==> config.mk <==
export PLATFORM = sky130hd
export DESIGN_NAME = recursive_mutex_fifo_handoff_top
export DESIGN_NICKNAME = d
export VERILOG_FILES = /design/src/rtl/rmfh_pkg.sv /design/src/rtl/rmfh_wait_ram.sv /design/src/rtl/rmfh_ctrl.sv /design/src/rtl/recursive_mutex_fifo_handoff_top.sv
export SDC_FILE = /design/constraint.sdc
export NUM_CORES = 1
export LEC_CHECK = 0
export ABC_AREA = 1
export CAP_MARGIN = 10
export CORE_AREA = 3 3 141 143
export CTS_CLUSTER_DIAMETER = 30
export DETAILED_ROUTE_END_ITERATION = 10
export DIE_AREA = 0 0 144 146
export DONT_BUFFER_PORTS = 1
export PLACE_DENSITY = 0.41
export SYNTH_ARGS = -nofsm -noshare
export SYNTH_HDL_FRONTEND = slang
export SYNTH_SLANG_ARGS = --single-unit
==> constraint.sdc <==
create_clock -name i_clk -period 6.63 [get_ports i_clk]
set_input_delay 0.663 -clock i_clk [delete_from_list [all_inputs] [get_ports i_clk]]
set_output_delay 0.663 -clock i_clk [all_outputs]
set_load 0.05 [all_outputs]
==> src/rtl/rmfh_pkg.sv <==
// Shared types, sizes and helpers for the recursive mutex with FIFO wait queue.
// Used by every module of the block but rmfh_wait_ram; depends on nothing.
`default_nettype none
package rmfh_pkg;

    localparam int WAIT_DEPTH = 16;
    localparam int MAX_DEPTH  = 255;

    localparam int TASK_W  = 4;
    localparam int STAT_W  = 4;
    localparam int LDEP_W  = 8;
    localparam int PTR_W   = (WAIT_DEPTH > 1) ? $clog2(WAIT_DEPTH) : 1;
    localparam int CNT_W   = $clog2(WAIT_DEPTH + 1);
    localparam int DEPTH_W = $clog2(MAX_DEPTH + 1);

    typedef enum logic [STAT_W-1:0] {
        ST_ACQUIRED   = 4'd0,
        ST_RELOCKED   = 4'd1,
        ST_QUEUED     = 4'd2,
        ST_QFULL      = 4'd3,
        ST_SATURATED  = 4'd4,
        ST_STILL_HELD = 4'd5,
        ST_FREED      = 4'd6,
        ST_HANDOFF    = 4'd7,
        ST_NOT_OWNER  = 4'd8
    } t_status;

    typedef enum logic {
        CMD_LOCK   = 1'b0,
        CMD_UNLOCK = 1'b1
    } t_cmd;

    typedef struct packed {
        t_status             status;
        logic                woken_valid;
        logic [TASK_W-1:0]   woken_task;
        logic [LDEP_W-1:0]   lock_depth;
        logic [TASK_W-1:0]   owner_task;
        logic                owned;
    } t_result;

    function automatic logic [PTR_W-1:0] next_slot(input logic [PTR_W-1:0] p);
        logic [PTR_W-1:0] last;
        last = PTR_W'(WAIT_DEPTH - 1);
        return (p >= last) ? '0 : p + PTR_W'(1);
    endfunction

    // low byte of the depth count, zero-extended when the count is narrower
    function automatic logic [LDEP_W-1:0] to_lock_depth(input logic [DEPTH_W-1:0] d);
        logic [DEPTH_W+LDEP_W-1:0] wide;
        wide = {{LDEP_W{1'b0}}, d};
        return wide[LDEP_W-1:0];
    endfunction

endpackage
`default_nettype wire

==> src/rtl/rmfh_wait_ram.sv <==
// Generic single-write, single-read synchronous RAM with registered read data.
// Holds the wait queue entries; no package dependency.
`default_nettype none
module rmfh_wait_ram #(
    parameter int DEPTH = 16,
    parameter int WIDTH = 4,
    parameter int AW    = (DEPTH > 1) ? $clog2(DEPTH) : 1
) (
    input  wire logic             i_clk,
    input  wire logic             i_we,
    input  wire logic [AW-1:0]    i_waddr,
    input  wire logic [WIDTH-1:0] i_wdata,
    input  wire logic [AW-1:0]    i_raddr,
    output logic      [WIDTH-1:0] o_rdata
);
    logic [WIDTH-1:0] mem [DEPTH];

    always_ff @(posedge i_clk) begin
        if (i_we) begin
            mem[i_waddr] <= i_wdata;
        end
        o_rdata <= mem[i_raddr];
    end
endmodule
`default_nettype wire

==> src/rtl/rmfh_ctrl.sv <==
// Mutex state and request sequencer: owner, depth and queue pointers, with the
// wait queue kept in rmfh_wait_ram. Depends on rmfh_pkg.
`default_nettype none
module rmfh_ctrl (
    input  wire logic                         i_clk,
    input  wire logic                         i_rst_n,
    input  wire logic                         i_req_valid,
    input  wire logic                         i_out_free,
    input  wire logic                         i_command,
    input  wire logic [rmfh_pkg::TASK_W-1:0]  i_task_id,
    output logic                              o_req_ready,
    output logic                              o_res_load,
    output rmfh_pkg::t_result                 o_res
);
    import rmfh_pkg::*;

    typedef enum logic { S_IDLE, S_POP } t_state;

    t_state             r_state, n_state;
    logic [TASK_W-1:0]  r_owner, n_owner;
    logic               r_held, n_held;
    logic [DEPTH_W-1:0] r_depth, n_depth;
    logic [PTR_W-1:0]   r_head, n_head;
    logic [PTR_W-1:0]   r_tail, n_tail;
    logic [CNT_W-1:0]   r_count, n_count;

    logic               accept;
    logic               mem_we;
    logic [TASK_W-1:0]  mem_rdata;
    t_status            status;
    logic               woken;
    logic [DEPTH_W-1:0] dec_depth;

    rmfh_wait_ram #(
        .DEPTH (WAIT_DEPTH),
        .WIDTH (TASK_W)
    ) u_ram (
        .i_clk   (i_clk),
        .i_we    (mem_we),
        .i_waddr (r_tail),
        .i_wdata (i_task_id),
        .i_raddr (r_head),
        .o_rdata (mem_rdata)
    );

    assign o_req_ready = (r_state == S_IDLE) && i_out_free;
    assign accept      = i_req_valid && o_req_ready;
    assign dec_depth   = (r_depth == '0) ? '0 : r_depth - DEPTH_W'(1);

    always_comb begin
        n_state    = r_state;
        n_owner    = r_owner;
        n_held     = r_held;
        n_depth    = r_depth;
        n_head     = r_head;
        n_tail     = r_tail;
        n_count    = r_count;
        mem_we     = 1'b0;
        o_res_load = 1'b0;
        status     = ST_NOT_OWNER;
        woken      = 1'b0;
        case (r_state)
            S_IDLE: begin
                if (accept) begin
                    o_res_load = 1'b1;
                    if (t_cmd'(i_command) == CMD_LOCK) begin
                        if (!r_held) begin
                            n_held  = 1'b1;
                            n_owner = i_task_id;
                            n_depth = DEPTH_W'(1);
                            status  = ST_ACQUIRED;
                        end else if (r_owner == i_task_id) begin
                            if (r_depth >= DEPTH_W'(MAX_DEPTH)) begin
                                status = ST_SATURATED;
                            end else begin
                                n_depth = r_depth + DEPTH_W'(1);
                                status  = ST_RELOCKED;
                            end
                        end else if (r_count >= CNT_W'(WAIT_DEPTH)) begin
                            status = ST_QFULL;
                        end else begin
                            mem_we  = 1'b1;
                            n_tail  = next_slot(r_tail);
                            n_count = r_count + CNT_W'(1);
                            status  = ST_QUEUED;
                        end
                    end else if (r_held && r_owner == i_task_id) begin
                        n_depth = dec_depth;
                        if (dec_depth != '0) begin
                            status = ST_STILL_HELD;
                        end else if (r_count != '0) begin
                            // head entry arrives from the RAM next cycle
                            o_res_load = 1'b0;
                            n_state    = S_POP;
                        end else begin
                            n_held  = 1'b0;
                            n_owner = '0;
                            status  = ST_FREED;
                        end
                    end else begin
                        status = ST_NOT_OWNER;
                    end
                end
            end
            S_POP: begin
                o_res_load = 1'b1;
                n_owner    = mem_rdata;
                n_depth    = DEPTH_W'(1);
                n_head     = next_slot(r_head);
                n_count    = r_count - CNT_W'(1);
                woken      = 1'b1;
                status     = ST_HANDOFF;
                n_state    = S_IDLE;
            end
            default: n_state = S_IDLE;
        endcase
    end

    always_comb begin
        o_res.status      = status;
        o_res.woken_valid = woken;
        o_res.woken_task  = woken ? mem_rdata : '0;
        o_res.lock_depth  = n_held ? to_lock_depth(n_depth) : '0;
        o_res.owner_task  = n_held ? n_owner : '0;
        o_res.owned       = n_held;
    end

    always_ff @(posedge i_clk) begin
        if (!i_rst_n) begin
            r_state <= S_IDLE;
            r_owner <= '0;
            r_held  <= 1'b0;
            r_depth <= '0;
            r_head  <= '0;
            r_tail  <= '0;
            r_count <= '0;
        end else begin
            r_state <= n_state;
            r_owner <= n_owner;
            r_held  <= n_held;
            r_depth <= n_depth;
            r_head  <= n_head;
            r_tail  <= n_tail;
            r_count <= n_count;
        end
    end
endmodule
`default_nettype wire

==> src/rtl/recursive_mutex_fifo_handoff_top.sv <==
// Recursive mutex with a FIFO wait queue: each request transfer (lock or unlock from a
// task) yields one result transfer. An unlock that hands the mutex to the oldest waiter
// goes on through the S_POP state, because the waiter comes from the wait-queue RAM,
// whose read data is registered. The result sits in an output register, so the next
// request is taken while that result is being taken. No clearing pass after reset.
// Depends on rmfh_pkg, rmfh_ctrl and rmfh_wait_ram.
`default_nettype none
module recursive_mutex_fifo_handoff_top (
    input  wire logic                         i_clk,
    input  wire logic                         i_rst_n,
    input  wire logic                         i_valid,
    output logic                              o_ready,
    input  wire logic                         i_command,
    input  wire logic [rmfh_pkg::TASK_W-1:0]  i_task_id,
    output logic                              o_valid,
    input  wire logic                         i_ready,
    output logic [rmfh_pkg::STAT_W-1:0]       o_status,
    output logic                              o_woken_valid,
    output logic [rmfh_pkg::TASK_W-1:0]       o_woken_task,
    output logic [rmfh_pkg::LDEP_W-1:0]       o_lock_depth,
    output logic [rmfh_pkg::TASK_W-1:0]       o_owner_task,
    output logic                              o_owned
);
    import rmfh_pkg::*;

    logic    r_valid;
    t_result r_res;
    logic    res_load;
    t_result res;
    logic    out_free;

    assign out_free = !r_valid || i_ready;

    rmfh_ctrl u_ctrl (
        .i_clk       (i_clk),
        .i_rst_n     (i_rst_n),
        .i_req_valid (i_valid),
        .i_out_free  (out_free),
        .i_command   (i_command),
        .i_task_id   (i_task_id),
        .o_req_ready (o_ready),
        .o_res_load  (res_load),
        .o_res       (res)
    );

    always_ff @(posedge i_clk) begin
        if (!i_rst_n) begin
            r_valid <= 1'b0;
        end else if (res_load) begin
            r_valid <= 1'b1;
        end else if (i_ready) begin
            r_valid <= 1'b0;
        end
    end

    always_ff @(posedge i_clk) begin
        if (res_load) begin
            r_res <= res;
        end
    end

    assign o_valid       = r_valid;
    assign o_status      = r_res.status;
    assign o_woken_valid = r_res.woken_valid;
    assign o_woken_task  = r_res.woken_task;
    assign o_lock_depth  = r_res.lock_depth;
    assign o_owner_task  = r_res.owner_task;
    assign o_owned       = r_res.owned;
endmodule
`default_nettype wire

# ---- Yosys cells after proc, flatten, opt, wreduce, memory -nomap -nowiden
# Memories as Yosys holds them, arrays and structs flattened. A register that Yosys moved wholly into a read port is not among the register bits.
# Cells that the tools add are included.
dict set report classes {
  addsub 6
  magnitude_cmp 4
  n_eq_ne 6
  mux 62
  bitwise 4
  n_reduce_logical 11
}
# cell n
set op_table {}
lappend op_table {{2-to-1 mux 4 bit} 15}
lappend op_table {{2-to-1 mux 8 bit} 7}
lappend op_table {{2-to-1 mux 1 bit} 28}
lappend op_table {{2-to-1 mux 5 bit} 5}
lappend op_table {{case mux 4 bit (2 select lines)} 2}
lappend op_table {{case mux 8 bit (2 select lines)} 1}
lappend op_table {{case mux 5 bit (2 select lines)} 1}
lappend op_table {{adder 4 x 1 -> 4 bit, second input constant} 2}
lappend op_table {{adder 8 x 1 -> 8 bit, second input constant} 1}
lappend op_table {{>= comparator 4 bit, second input constant} 2}
lappend op_table {{>= comparator 8 bit, second input constant} 1}
lappend op_table {{logical NOT 8 bit} 1}
lappend op_table {{nonzero test 8 bit} 1}
lappend op_table {{subtractor 8 x 1 -> 8 bit, second input constant} 1}
lappend op_table {{inequality test 2 bit, second input constant} 3}
lappend op_table {{AND reduction 6 bit} 1}
lappend op_table {{adder 5 x 1 -> 5 bit, second input constant} 1}
lappend op_table {{>= comparator 5 bit, second input constant} 1}
lappend op_table {{AND reduction 5 bit} 1}
lappend op_table {{nonzero test 5 bit} 1}
lappend op_table {{subtractor 5 x 1 -> 5 bit, second input constant} 1}
lappend op_table {{equality test 4 bit} 1}
lappend op_table {{inequality test 2 x 1 -> 1 bit, second input constant} 2}
lappend op_table {{inverter 1 bit} 4}
lappend op_table {{other kinds (6)} 9}
dict set report word_totals {
  register_bits 50
  mem_bits_rw 64
  in_bits 9
  out_inout_bits 24
  word_cells 108
  mem_count 1
}
# name depth width read_ports rd_clocked_by_memory_dff wr line_no
set mem_list {}
lappend mem_list {u_ctrl.u_ram.mem 16 4 1 1 1 rmfh_wait_ram.sv:16} ;# logic [WIDTH-1:0] mem [DEPTH];

# ---- Logic depth before layout (Yosys ltp)
# Gate-level depths: netlist of run 1.
dict set report logic_depth {
  word_depth 9
  depth_mapped 15
  depth_no_buf 15
}

# ---- Modules after synthesis
# From an unflattened synthesis of run 1, not the netlist that was laid out.
dict set report hier_totals {
  hier_cells 674
  hier_area_um2 6045.8
}
# mod instances cells_per_inst area_each_um2
set modules_own_cells {}
lappend modules_own_cells {rmfh_wait_ram 1 290 2966.6}
lappend modules_own_cells {rmfh_ctrl 1 356 2372.3}
lappend modules_own_cells {recursive_mutex_fifo_handoff_top 1 28 706.9}

# ---- Worst setup path before layout of run 1
# Ideal clock, no wire load.
dict set report synth_timing {
  path_type {input port to flip-flop}
  from {in i_ready}
  to {mem u_ctrl.u_ram.mem[0][0] (enable)}
  setup_time_ns 0.329
  t_arrival_ns 2.032
  slack_ns 4.268
  cell_stages 10
  n_path_buf 0
  path_cell_list {inv_1 -> nand2_1 -> nand2_1 -> inv_2 -> nand2_4 -> nor2_2 -> nand2_1 -> nor3_1 -> nand2_1 -> nor2_1}
}
dict set report synth_via {
  elab_chain_len 7
}
# element line_no
set synth_rtl {}
lappend synth_rtl {{from (decl)} recursive_mutex_fifo_handoff_top.sv:16} ;# input wire logic i_ready,
lappend synth_rtl {{logical OR 1 bit} recursive_mutex_fifo_handoff_top.sv:32} ;# assign out_free = !r_valid || i_ready;
lappend synth_rtl {{logical AND 1 bit} rmfh_ctrl.sv:46} ;# assign o_req_ready = (r_state == S_IDLE) && i_out_free;
lappend synth_rtl {{via o_ready} recursive_mutex_fifo_handoff_top.sv:12} ;# output logic o_ready,
lappend synth_rtl {{logical AND 1 bit} rmfh_ctrl.sv:47} ;# assign accept = i_req_valid && o_req_ready;
lappend synth_rtl {{2-to-1 mux 1 bit} rmfh_ctrl.sv:64} ;# if (accept) begin
lappend synth_rtl {{2-to-1 mux 1 bit} rmfh_ctrl.sv:62} ;# case (r_state)
lappend synth_rtl {{2-to-1 mux 1 bit} rmfh_wait_ram.sv:19} ;# if (i_we) begin
lappend synth_rtl {{2-to-1 mux 1 bit (implied by the code)} rmfh_wait_ram.sv:20} ;# mem[i_waddr] <= i_wdata;
lappend synth_rtl {{to (decl)} rmfh_wait_ram.sv:16}
# The timed path passes the listed nets, and every way through them passes these cells.

# ---- Worst setup path in the final report of run 1
dict set report layout_timing {
  from {reg u_ctrl.r_state}
  to {mem u_ctrl.u_ram.mem[1][1] (enable)}
}
dict set report layout_via {
  elab_chain_len 7
}
# element line_no
set layout_rtl {}
lappend layout_rtl {{from (decl)} rmfh_ctrl.sv:19} ;# t_state r_state, n_state;
lappend layout_rtl {{from (signal assigned)} rmfh_ctrl.sv:138} ;# r_state <= n_state;
lappend layout_rtl {{inverter 1 bit} rmfh_ctrl.sv:46}
lappend layout_rtl {{logical AND 1 bit} rmfh_ctrl.sv:46}
lappend layout_rtl {{via o_ready} recursive_mutex_fifo_handoff_top.sv:12}
lappend layout_rtl {{logical AND 1 bit} rmfh_ctrl.sv:47}
lappend layout_rtl {{2-to-1 mux 1 bit} rmfh_ctrl.sv:64}
lappend layout_rtl {{2-to-1 mux 1 bit} rmfh_ctrl.sv:62}
lappend layout_rtl {{2-to-1 mux 1 bit} rmfh_wait_ram.sv:19}
lappend layout_rtl {{2-to-1 mux 1 bit (implied by the code)} rmfh_wait_ram.sv:20}
# The timed path passes the listed nets, and every way through them passes these cells.

==> impl_metrics.env, run 1 <==
export IMPL_yosysTopAreaCellShare_pct=46.28
export IMPL_min_period_over_period_pct=45.20
export IMPL_p_seq_share_pct=46.3
export IMPL_start_kind="flop"
export IMPL_fillers=1864
export IMPL_hold_violations=0
export IMPL_io_pins=33
export IMPL_htree_num_levels=4
export IMPL_wl_um=14550
export IMPL_ant_nets=0
export IMPL_path_buf_inv=2
export IMPL_drc=0
export IMPL_synth_flop_cell="edfxtp_1"
export IMPL_antenna_found_initial=0
export IMPL_numPortBuffers=0
export IMPL_synth_avg_cell_area_um2=9.877
export IMPL_dr_pass1_iters=5
export IMPL_cp_max_fo=14
export IMPL_grt_max_degree=37
export IMPL_p_comb_share_pct=6.4
export IMPL_skew_ns=0.01390
export IMPL_syn_num_nets=588
export IMPL_switching_share_pct=25.10
export IMPL_vdd_drop_max_mv=0.1730
export IMPL_crit_type="reg -> reg"
export IMPL_clockBufferDepth=2
export IMPL_clk_latency_ns=0.42
export IMPL_clock_sinks=118
export IMPL_grt_pass1_wl_um=22860
export IMPL_cap_viol_max_count=0
export IMPL_wl_per_cell_um=17.90
export IMPL_cp_slowest_stage_delay_ns=0.49
export IMPL_setup_viol=0
export IMPL_cts_buffers=17
export IMPL_grt_pass1_vias=3972
export IMPL_synth_cell_types=43
export IMPL_postCtsResizedCells=0
export IMPL_tightest_slew_ns=1.035
export IMPL_synthArstFlopShare_pct=0
export IMPL_viasPerCell=4.985
export IMPL_post_synth_top_area_cell="edfxtp_1"
export IMPL_utilization_pct=34.01
export IMPL_fp_dieH_um=146
export IMPL_drt_iter0_markers=287
export IMPL_grt_overflow_total=0
export IMPL_finalSetupTns_ns=0
export IMPL_rows=50
export IMPL_crit_cells=9
export IMPL_grt_usage_pct=14.26
export IMPL_rsz0062_at_grt="false"
export IMPL_nets=589
export IMPL_hpwl_um=10090
export IMPL_power_density_nw_per_um2=291.3
export IMPL_yosys_warnings=0
export IMPL_die_w_um=144
export IMPL_status="complete, no violations"
export IMPL_antenna_cells=0
export IMPL_tritoncts="built"
export IMPL_p_leak_nw=2.286
export IMPL_cp_end_kind="flop"
export IMPL_postPlaceCellArea_um2=5794
export IMPL_hold_path_depth=0
export IMPL_vias=4053
export IMPL_yosysSeqAreaShare_pct=57.76
export IMPL_p_int_mw=1.388
export IMPL_max_slew_margin_pct=30.90
export IMPL_finalMaxSlewViolations=0
export IMPL_post_cts_buffers=0
export IMPL_syn_inst=565
export IMPL_drive_gt1_share_pct=13.30
export IMPL_worst_path_max_delay_cell="dfxtp_1"
export IMPL_synth_area_um2=5580
export IMPL_cts_root_buf="clkbuf_16"
export IMPL_cts_hold_buf=0
export IMPL_power_mw=1.853
export IMPL_synth_most_common_cell="nor2_1"
export IMPL_hold_ws_ns=0.3417
export IMPL_stdcell_area_um2=6362
export IMPL_synth_common_cells="nor2_1 (87), edfxtp_1 (86), nand2_1 (75)"
export IMPL_synth_edf_count=86
export IMPL_place_gp_congestion=0.8478
export IMPL_cp_required_ns=6.71
export IMPL_net_switching_power_uw=465.2
export IMPL_reg2reg_depth=9
export IMPL_crit_family="simple AND/OR/NAND/NOR gates"
export IMPL_fmax_ghz=0.3337
export IMPL_start_util_pct=29.83
export IMPL_syn_to_final_growth_pct=14.01
export IMPL_p_clk_share_pct=47.3
export IMPL_synthTopCellsByArea="edfxtp_1 (46%), dfxtp_1 (11%), nor2_1 (5.9%), nand2_1 (5.0%), o21ai_0 (4.1%)"
export IMPL_worst_ep_arrival_time_ns=3.08
export IMPL_hold_path_class="in -> reg"
export IMPL_core_um2=18710
export IMPL_die_area_um2=21020
export IMPL_clkSlewWorstSetupHoldPaths_ns=0.06
export IMPL_crit_path_frequent_cell="nand2_1"
export IMPL_synth_seq_cells=118
export IMPL_period_needed_ns=2.997
export IMPL_crit_chain="inv_2, nand2_1, inv_2, nand2_4, nor2_2, nand2_1, nor3_1, nand2_1, nor2_1"
==> per-stage QoR <==
step / setup slack (ns) / std cells
2_1_floorplan: 4.268 / 565
3_3_place_gp: 3.682 / 781
3_5_place_dp: 3.565 / 781
4_1_cts: 3.544 / 813
5_1_grt: 3.347 / 813
6_report: 3.633 / 813
==> layer usage <==
metal	part of all wire (%)	vias up	track usage [%]
li1	-	1978	-
met1	50	1973	20.86
met5	0	-	0
met4	1.4	0	4.567
met2	45	86	20.48
met3	3.9	16	3.746
==> kinds of logic after synthesis <==
logic type               share of synthesized area, %
AO/OA/AOI/OAI                                   13.59
AND/OR/NAND/NOR                                 18.43
multiplexers                                    1.076
XOR/XNOR                                        1.099
flip-flops                                      57.76
buffers and inverters                           4.776
adder cells (fa/ha/maj)                         3.274
==> power groups by stage <==
stage	clock network [mW]	registers [mW]	logic, mW
finish	0.877	0.859	0.118
global route	0.934	0.860	0.133
CTS	0.894	0.859	0.118
detailed placement	0	0.874	0.117
global placement	0	0.874	0.118
floorplan	0	0.866	0.0945
==> area by class of cell <==
cell class	instances	area [um^2]	area share, %
multi-input cells	380	2091	32.86
well taps	234	292.8	4.602
clock buffers	23	510.5	8.024
flip-flops and latches	118	3223	50.66
inverters	48	180.2	2.832
clock inverters	9	57.56	0.9046
repair buffers	1	7.507	0.1180
==> final timing paths <==
| kind | from | end | slack (ns) |
|---|---|---|---|
| worst max-delay path | u_ctrl.r_state$_SDFF_PP0_ | u_ctrl.u_ram.mem[1][1]$_DFFE_PP_ | 3.63 |
| worst min-delay path | i_task_id[0] | u_ctrl.u_ram.mem[3][0]$_DFFE_PP_ | 0.34 |
| worst max register to register | u_ctrl.r_state$_SDFF_PP0_ | u_ctrl.u_ram.mem[1][1]$_DFFE_PP_ | 3.63 |
| worst min register to register | u_ctrl.r_count[0]$_SDFFE_PN0P_ | u_ctrl.r_count[0]$_SDFFE_PN0P_ | 0.51 |
==> worst reg2reg max path: cells and delay by family (launching register included) <==
kind	cells	cell delay [ns]
buffers and inverters	2	0.57
DFF	1	0.49
and+or+nand+nor	7	1.60
==> state kept, by name (all words and copies together) (netlist names) <==
name                  cells
u_ctrl.u_ram.mem         64
o_lock_depth              8
u_ctrl.r_depth            8
u_ctrl.r_count            5
o_owner_task              4
o_status                  4
o_woken_task              4
u_ctrl.r_head             4
u_ctrl.r_owner            4
u_ctrl.r_tail             4
u_ctrl.u_ram.o_rdata      4
o_owned                   1
o_valid                   1
o_woken_valid             1
u_ctrl.r_held             1
u_ctrl.r_state            1
==> placed cells by master, fill, tap and decap left out, types with 2 or more instances in the layout <==
master and instances:
inv_2 11, nand2_2 5, ha_1 13, nand2_4 2, mux2i_1 6, nor3_1 8
a31oi_1 2, clkbuf_1 2, dfxtp_1 32, inv_4 5, xor2_1 6, o21a_1 2
clkbuf_16 19, nor2_2 14, a21oi_2 3, clkbuf_8 2, inv_1 33, o21ai_0 46
nor2_1 87, a221oi_1 2, o211ai_1 7, a21oi_1 38, nand3_2 3, clkinv_2 2
o221ai_1 6, clkinv_1 4, edfxtp_1 86, o32ai_1 12, nand2_1 75, o21ai_1 3
nand3_1 24, nand4_1 3, nor3_2 2
Note: power is estimated with default switching activity, not from simulation.
==> run 2, diff against run 1 <==
- clock period: 6.63 -> 3.1 ns (I/O delays scaled with it)
==> run 2 against run 1 <==
  * Setup slack got worse by 3.2 ns
  * Critical path depth is 5 higher
  * Clock skew grew 0.0011 ns
  * Non-clock buffer count increased by 12
  * Highest routed layer unchanged
==> impl_metrics.env, run 2 (synthesis results as in run 1) <==
export IMPL_grt_pass1_vias=3984
export IMPL_final_cells=825
export IMPL_numPortBuffers=0
export IMPL_cts_hold_buf=4
export IMPL_hpwl_um=10270
export IMPL_postCtsResizedCells=0
export IMPL_rsz0062_at_grt="false"
export IMPL_skew_ns=0.01500
export IMPL_htree_num_levels=4
export IMPL_grt_overflow_total=0
export IMPL_largest_reg_flops=64
export IMPL_worstReg2RegEnd="o_owned$_DFFE_PP_"
export IMPL_vias=4068
export IMPL_preCtsSetupSlack_ns=0.5690
export IMPL_reg2reg_setup_slack_ns=0.48
export IMPL_clock_sinks=118
export IMPL_p_seq_share_pct=43.5
export IMPL_die_w_um=144
export IMPL_start_kind="flop"
export IMPL_postPlaceCellArea_um2=5854
export IMPL_max_slew_margin_pct=53.92
export IMPL_wl_um=14870
export IMPL_place_gp_congestion=0.8814
export IMPL_ant_nets=0
export IMPL_fillers=1834
export IMPL_cp_max_fo=17
export IMPL_hold_ws_ns=0.02634
export IMPL_p_int_mw=3.170
export IMPL_grt_max_degree=36
export IMPL_viasPerCell=4.931
export IMPL_cap_viol_max_count=0
export IMPL_reg2reg_depth=14
export IMPL_grt_usage_pct=14.68
export IMPL_final_common_cell="nor2_1"
export IMPL_post_cts_buffers=0
export IMPL_p_clk_share_pct=49.9
export IMPL_antenna_found_initial=0
export IMPL_min_from="i_rst_n"
export IMPL_top_register="u_ctrl.u_ram.mem"
export IMPL_cp_required_ns=3.25
export IMPL_hold_violations=0
export IMPL_cts_root_buf="clkbuf_16"
export IMPL_placedCellCount=789
export IMPL_r2r_start="u_ctrl.r_depth[0]$_SDFF_PN0_"
export IMPL_dr_pass1_iters=5
export IMPL_met1_usage_pct=21.19
export IMPL_hold_path_class="in -> reg"
export IMPL_hold_path_depth=2
export IMPL_worst_ep_arrival_time_ns=2.77
export IMPL_worst_slack_ns=0.4755
export IMPL_grt_pass1_wl_um=23320
export IMPL_fp_dieH_um=146
export IMPL_utilization_pct=34.88
export IMPL_die_area_um2=21020
export IMPL_antenna_cells=0
export IMPL_tritoncts="built"
export IMPL_status="complete, no violations"
export IMPL_grt_busiest_layer="met2"
export IMPL_clk_latency_ns=0.42
export IMPL_cp_end_kind="flop"
export IMPL_fmax_ghz=0.3810
export IMPL_wl_per_cell_um=18.03
export IMPL_p_comb_share_pct=6.6
export IMPL_vdd_drop_max_mv=0.3869
export IMPL_power_density_nw_per_um2=645.4
export IMPL_drt_iter0_markers=305
export IMPL_drc=0
export IMPL_drive_gt1_share_pct=14.55
export IMPL_tightest_slew_ns=0.6889
export IMPL_min_to="u_ctrl.r_count[1]$_SDFFE_PN0P_"
export IMPL_clkSlewWorstSetupHoldPaths_ns=0.06
export IMPL_rows=50
export IMPL_finalSetupTns_ns=0
export IMPL_syn_to_final_growth_pct=16.91
export IMPL_io_pins=33
export IMPL_p_leak_nw=2.353
export IMPL_clockBufferDepth=2
export IMPL_setup_viol=0
export IMPL_period_needed_ns=2.624
export IMPL_finalMaxSlewViolations=0
export IMPL_use_met2_pct=21.60
export IMPL_stdcell_area_um2=6524
export IMPL_start_util_pct=29.83
export IMPL_switching_share_pct=24.72
export IMPL_min_period_over_period_pct=84.66
export IMPL_crit_type="reg -> reg"
export IMPL_use_met3_pct=3.943
export IMPL_power_mw=4.211
export IMPL_final_cell_mix="nor2_1 (87), edfxtp_1 (86), nand2_1 (75)"
export IMPL_net_switching_power_mw=1.041
export IMPL_nets=601
export IMPL_cts_buffers=17
export IMPL_core_um2=18710
[run 2: cell type report]
| cell class | instances | area (um^2) | area share, % |
|---|---|---|---|
| Timing Repair Buffer | 13 | 107.6 | 1.649 |
| Tap cell | 234 | 292.8 | 4.488 |
| Multi-Input combinational cell | 380 | 2091 | 32.05 |
| Inverter | 48 | 180.2 | 2.762 |
| Clock inverter | 14 | 200.2 | 3.069 |
| Clock buffer | 18 | 429.2 | 6.578 |
| Sequential cell | 118 | 3223 | 49.41 |
[run 2: worst max-delay path by stage]
stage / cells after the start / endpoint / slack (ns) / from
after floorplan: 11 / o_lock_depth[0]$_SDFFCE_PN0P_ / 0.79 / u_ctrl.r_depth[0]$_SDFF_PN0_
after global placement: 13 / o_lock_depth[6]$_SDFFCE_PN0P_ / 0.65 / u_ctrl.r_depth[0]$_SDFF_PN0_
after detailed placement: 14 / o_owned$_DFFE_PP_ / 0.57 / u_ctrl.r_depth[0]$_SDFF_PN0_
after CTS: 14 / o_owned$_DFFE_PP_ / 0.53 / u_ctrl.r_depth[0]$_SDFF_PN0_
after global routing: 14 / o_owned$_DFFE_PP_ / 0.30 / u_ctrl.r_depth[0]$_SDFF_PN0_
final: 14 / o_owned$_DFFE_PP_ / 0.48 / u_ctrl.r_depth[0]$_SDFF_PN0_
[run 2: power groups by stage]
stage | clock network, mW | registers (mW) | logic, mW
floorplan | 0 | 1.85 | 0.202
global placement | 0 | 1.86 | 0.262
detailed placement | 0 | 1.86 | 0.260
CTS | 2.14 | 1.83 | 0.281
global route | 2.21 | 1.84 | 0.311
finish | 2.10 | 1.83 | 0.280
[run 2: metal layers]
metal  vias to the layer above  part of all wire [%]
met5                         -                     0
met2                        92                    45
li1                       2004                     -
met3                        13                   4.4
met4                         0                   1.4
met1                      1959                    49
[run 2: worst max-delay path, cell delays in order (launching register included)]
cell,delay (ns)
dfxtp_1,0.36
inv_2,0.17
ha_1,0.22
inv_1,0.07
nor2_1,0.15
nand2_1,0.07
nand3_1,0.12
nand3_1,0.10
nor2_2,0.12
nand2_1,0.10
nor3_2,0.16
nand2_1,0.10
nand2_1,0.10
nand2_1,0.21
buf_4,0.29
==> run 3, diff against run 2 <==
- clock period: 3.1 -> 2.6 ns (I/O delays scaled with it)
==> run 3 against run 2 <==
  * Setup slack worse by 0.27 ns
  * Clock power hardly changed
  * Sequential power is 19% higher
  * Global-route usage is 0.50 points higher
  * Highest routed layer is now met5
  * Fmax is 9.5% higher
==> impl_metrics.env, run 3 (synthesis results as in run 1) <==
export IMPL_top_register="u_ctrl.u_ram.mem"
export IMPL_grt_usage_pct=15.18
export IMPL_io_pins=33
export IMPL_fmax_ghz=0.4172
export IMPL_grt_pass1_vias=4148
export IMPL_hold_path_class="in -> reg"
export IMPL_p_leak_nw=2.323
export IMPL_cp_end_kind="flop"
export IMPL_htree_num_levels=4
export IMPL_drive_gt1_share_pct=14.98
export IMPL_power_density_nw_per_um2=714.9
export IMPL_cts_buffers=17
export IMPL_clk_latency_ns=0.42
export IMPL_clock_sinks=118
export IMPL_syn_to_final_growth_pct=15.58
export IMPL_ant_nets=0
export IMPL_antenna_cells=0
export IMPL_vdd_drop_max_mv=0.4538
export IMPL_antenna_found_initial=1
export IMPL_tritoncts="built"
export IMPL_worst_ep_arrival_time_ns=2.48
export IMPL_cp_required_ns=2.68
export IMPL_viasPerCell=4.961
export IMPL_skew_ns=0.009991
export IMPL_cap_viol_max_count=0
export IMPL_stdcell_area_um2=6450
export IMPL_start_kind="flop"
export IMPL_rows=50
export IMPL_grt_max_degree=26
export IMPL_finalSetupTns_ns=0
export IMPL_final_cell_mix="nor2_1 (87), edfxtp_1 (86), nand2_1 (75)"
export IMPL_drc=0
export IMPL_post_cts_buffers=0
export IMPL_hpwl_um=10310
export IMPL_drt_iter0_markers=317
export IMPL_setup_viol=0
export IMPL_max_slew_margin_pct=42.24
export IMPL_hold_violations=0
export IMPL_fp_dieH_um=146
export IMPL_grt_pass1_wl_um=23930
export IMPL_start_util_pct=29.83
export IMPL_die_area_um2=21020
export IMPL_core_um2=18710
export IMPL_rsz0062_at_grt="false"
export IMPL_largest_reg_flops=64
export IMPL_wl_um=15210
export IMPL_clockBufferDepth=2
export IMPL_place_gp_congestion=0.8666
export IMPL_nets=604
export IMPL_grt_overflow_total=0
export IMPL_crit_type="reg -> reg"
export IMPL_clkSlewWorstSetupHoldPaths_ns=0.06
export IMPL_cts_root_buf="clkbuf_16"
export IMPL_status="complete, no violations"
export IMPL_dr_pass1_iters=5
export IMPL_cp_max_fo=7
export IMPL_die_w_um=144
export IMPL_final_common_cell="nor2_1"
export IMPL_wl_per_cell_um=18.37
export IMPL_vias=4108
export IMPL_finalMaxSlewViolations=0
export IMPL_min_period_over_period_pct=92.18
export IMPL_postPlaceCellArea_um2=5869
export IMPL_period_needed_ns=2.397
export IMPL_numPortBuffers=0
export IMPL_tightest_slew_ns=0.8664
run 3: layout make-up:
| class | instances | area [um^2] |
|---|---|---|
| clock buffers | 20 | 446.7 |
| clock inverters | 12 | 81.33 |
| fillers | 1884 | 12260 |
| inverters | 48 | 180.2 |
| multi-input cells | 380 | 2091 |
| flip-flops and latches | 118 | 3226 |
| well taps | 234 | 292.8 |
| repair buffers | 16 | 132.6 |
run 3: worst paths after layout:
check | end | depth (start not counted) | startpoint | slack [ns]
max reg2reg | u_ctrl.u_ram.mem[5][3]$_DFFE_PP_ | 7 | u_ctrl.r_owner[1]$_SDFF_PN0_ | 0.20
max | u_ctrl.u_ram.mem[5][3]$_DFFE_PP_ | 7 | u_ctrl.r_owner[1]$_SDFF_PN0_ | 0.20
min | u_ctrl.r_head[3]$_SDFFE_PN0P_ | 2 | i_rst_n | 0.04
min reg2reg | u_ctrl.r_count[0]$_SDFFE_PN0P_ | 1 | u_ctrl.r_count[0]$_SDFFE_PN0P_ | 0.51
run 3: through the flow:
stage / setup WS, ns / power (mW) / instances / util, % / hold WS (ns)
3_3_place_gp: 0.1530 / 2.543 / 791 / 31.38 / 0.3609
6_report: 0.2032 / 4.611 / 828 / 34.48 / 0.03995
3_5_place_dp: 0.2232 / 2.536 / 791 / 31.38 / 0.3611
2_1_floorplan: 0.2901 / 2.450 / 565 / - / 0.3589
5_1_grt: 0.004250 / 4.794 / 828 / 34.48 / 0.04792
4_1_cts: 0.2023 / 4.659 / 828 / 34.47 / 0.01161
run 3: critical path: stages (launching register included):
cell and delay (ns):
dfxtp_1 0.37, xor2_1 0.18, a21oi_2 0.05, nand2_2 0.20, inv_2 0.11, nor3_1 0.36, nand2_1 0.37, nor2_1 0.40
run 3: per-layer routing:
| layer | part of all wire [%] | track usage [%] | routed length (um) |
|---|---|---|---|
| met5 | 0.13 | 0 | 20 |
| met3 | 5.0 | 4.732 | 754 |
| met1 | 51 | 22.03 | 7700 |
| met2 | 42 | 21.35 | 6453 |
| met4 | 1.9 | 5.179 | 282 |
run 3: power by group:
part / leakage [nW] / internal [mW] / total (mW) / switching [mW]
registers: 1.06 / 2.07 / 2.18 / 0.113
clock network: 0.252 / 1.23 / 2.09 / 0.854
logic: 1.01 / 0.102 / 0.342 / 0.241
total: 2.32 / 3.40 / 4.61 / 1.21
run 3: what timing repair did:
item	4_1_cts	5_1_grt
gates resized for setup	0	2
endpoints found under the hold margin	72	0
hold buffers	5	0
endpoints found under the setup margin	0	26
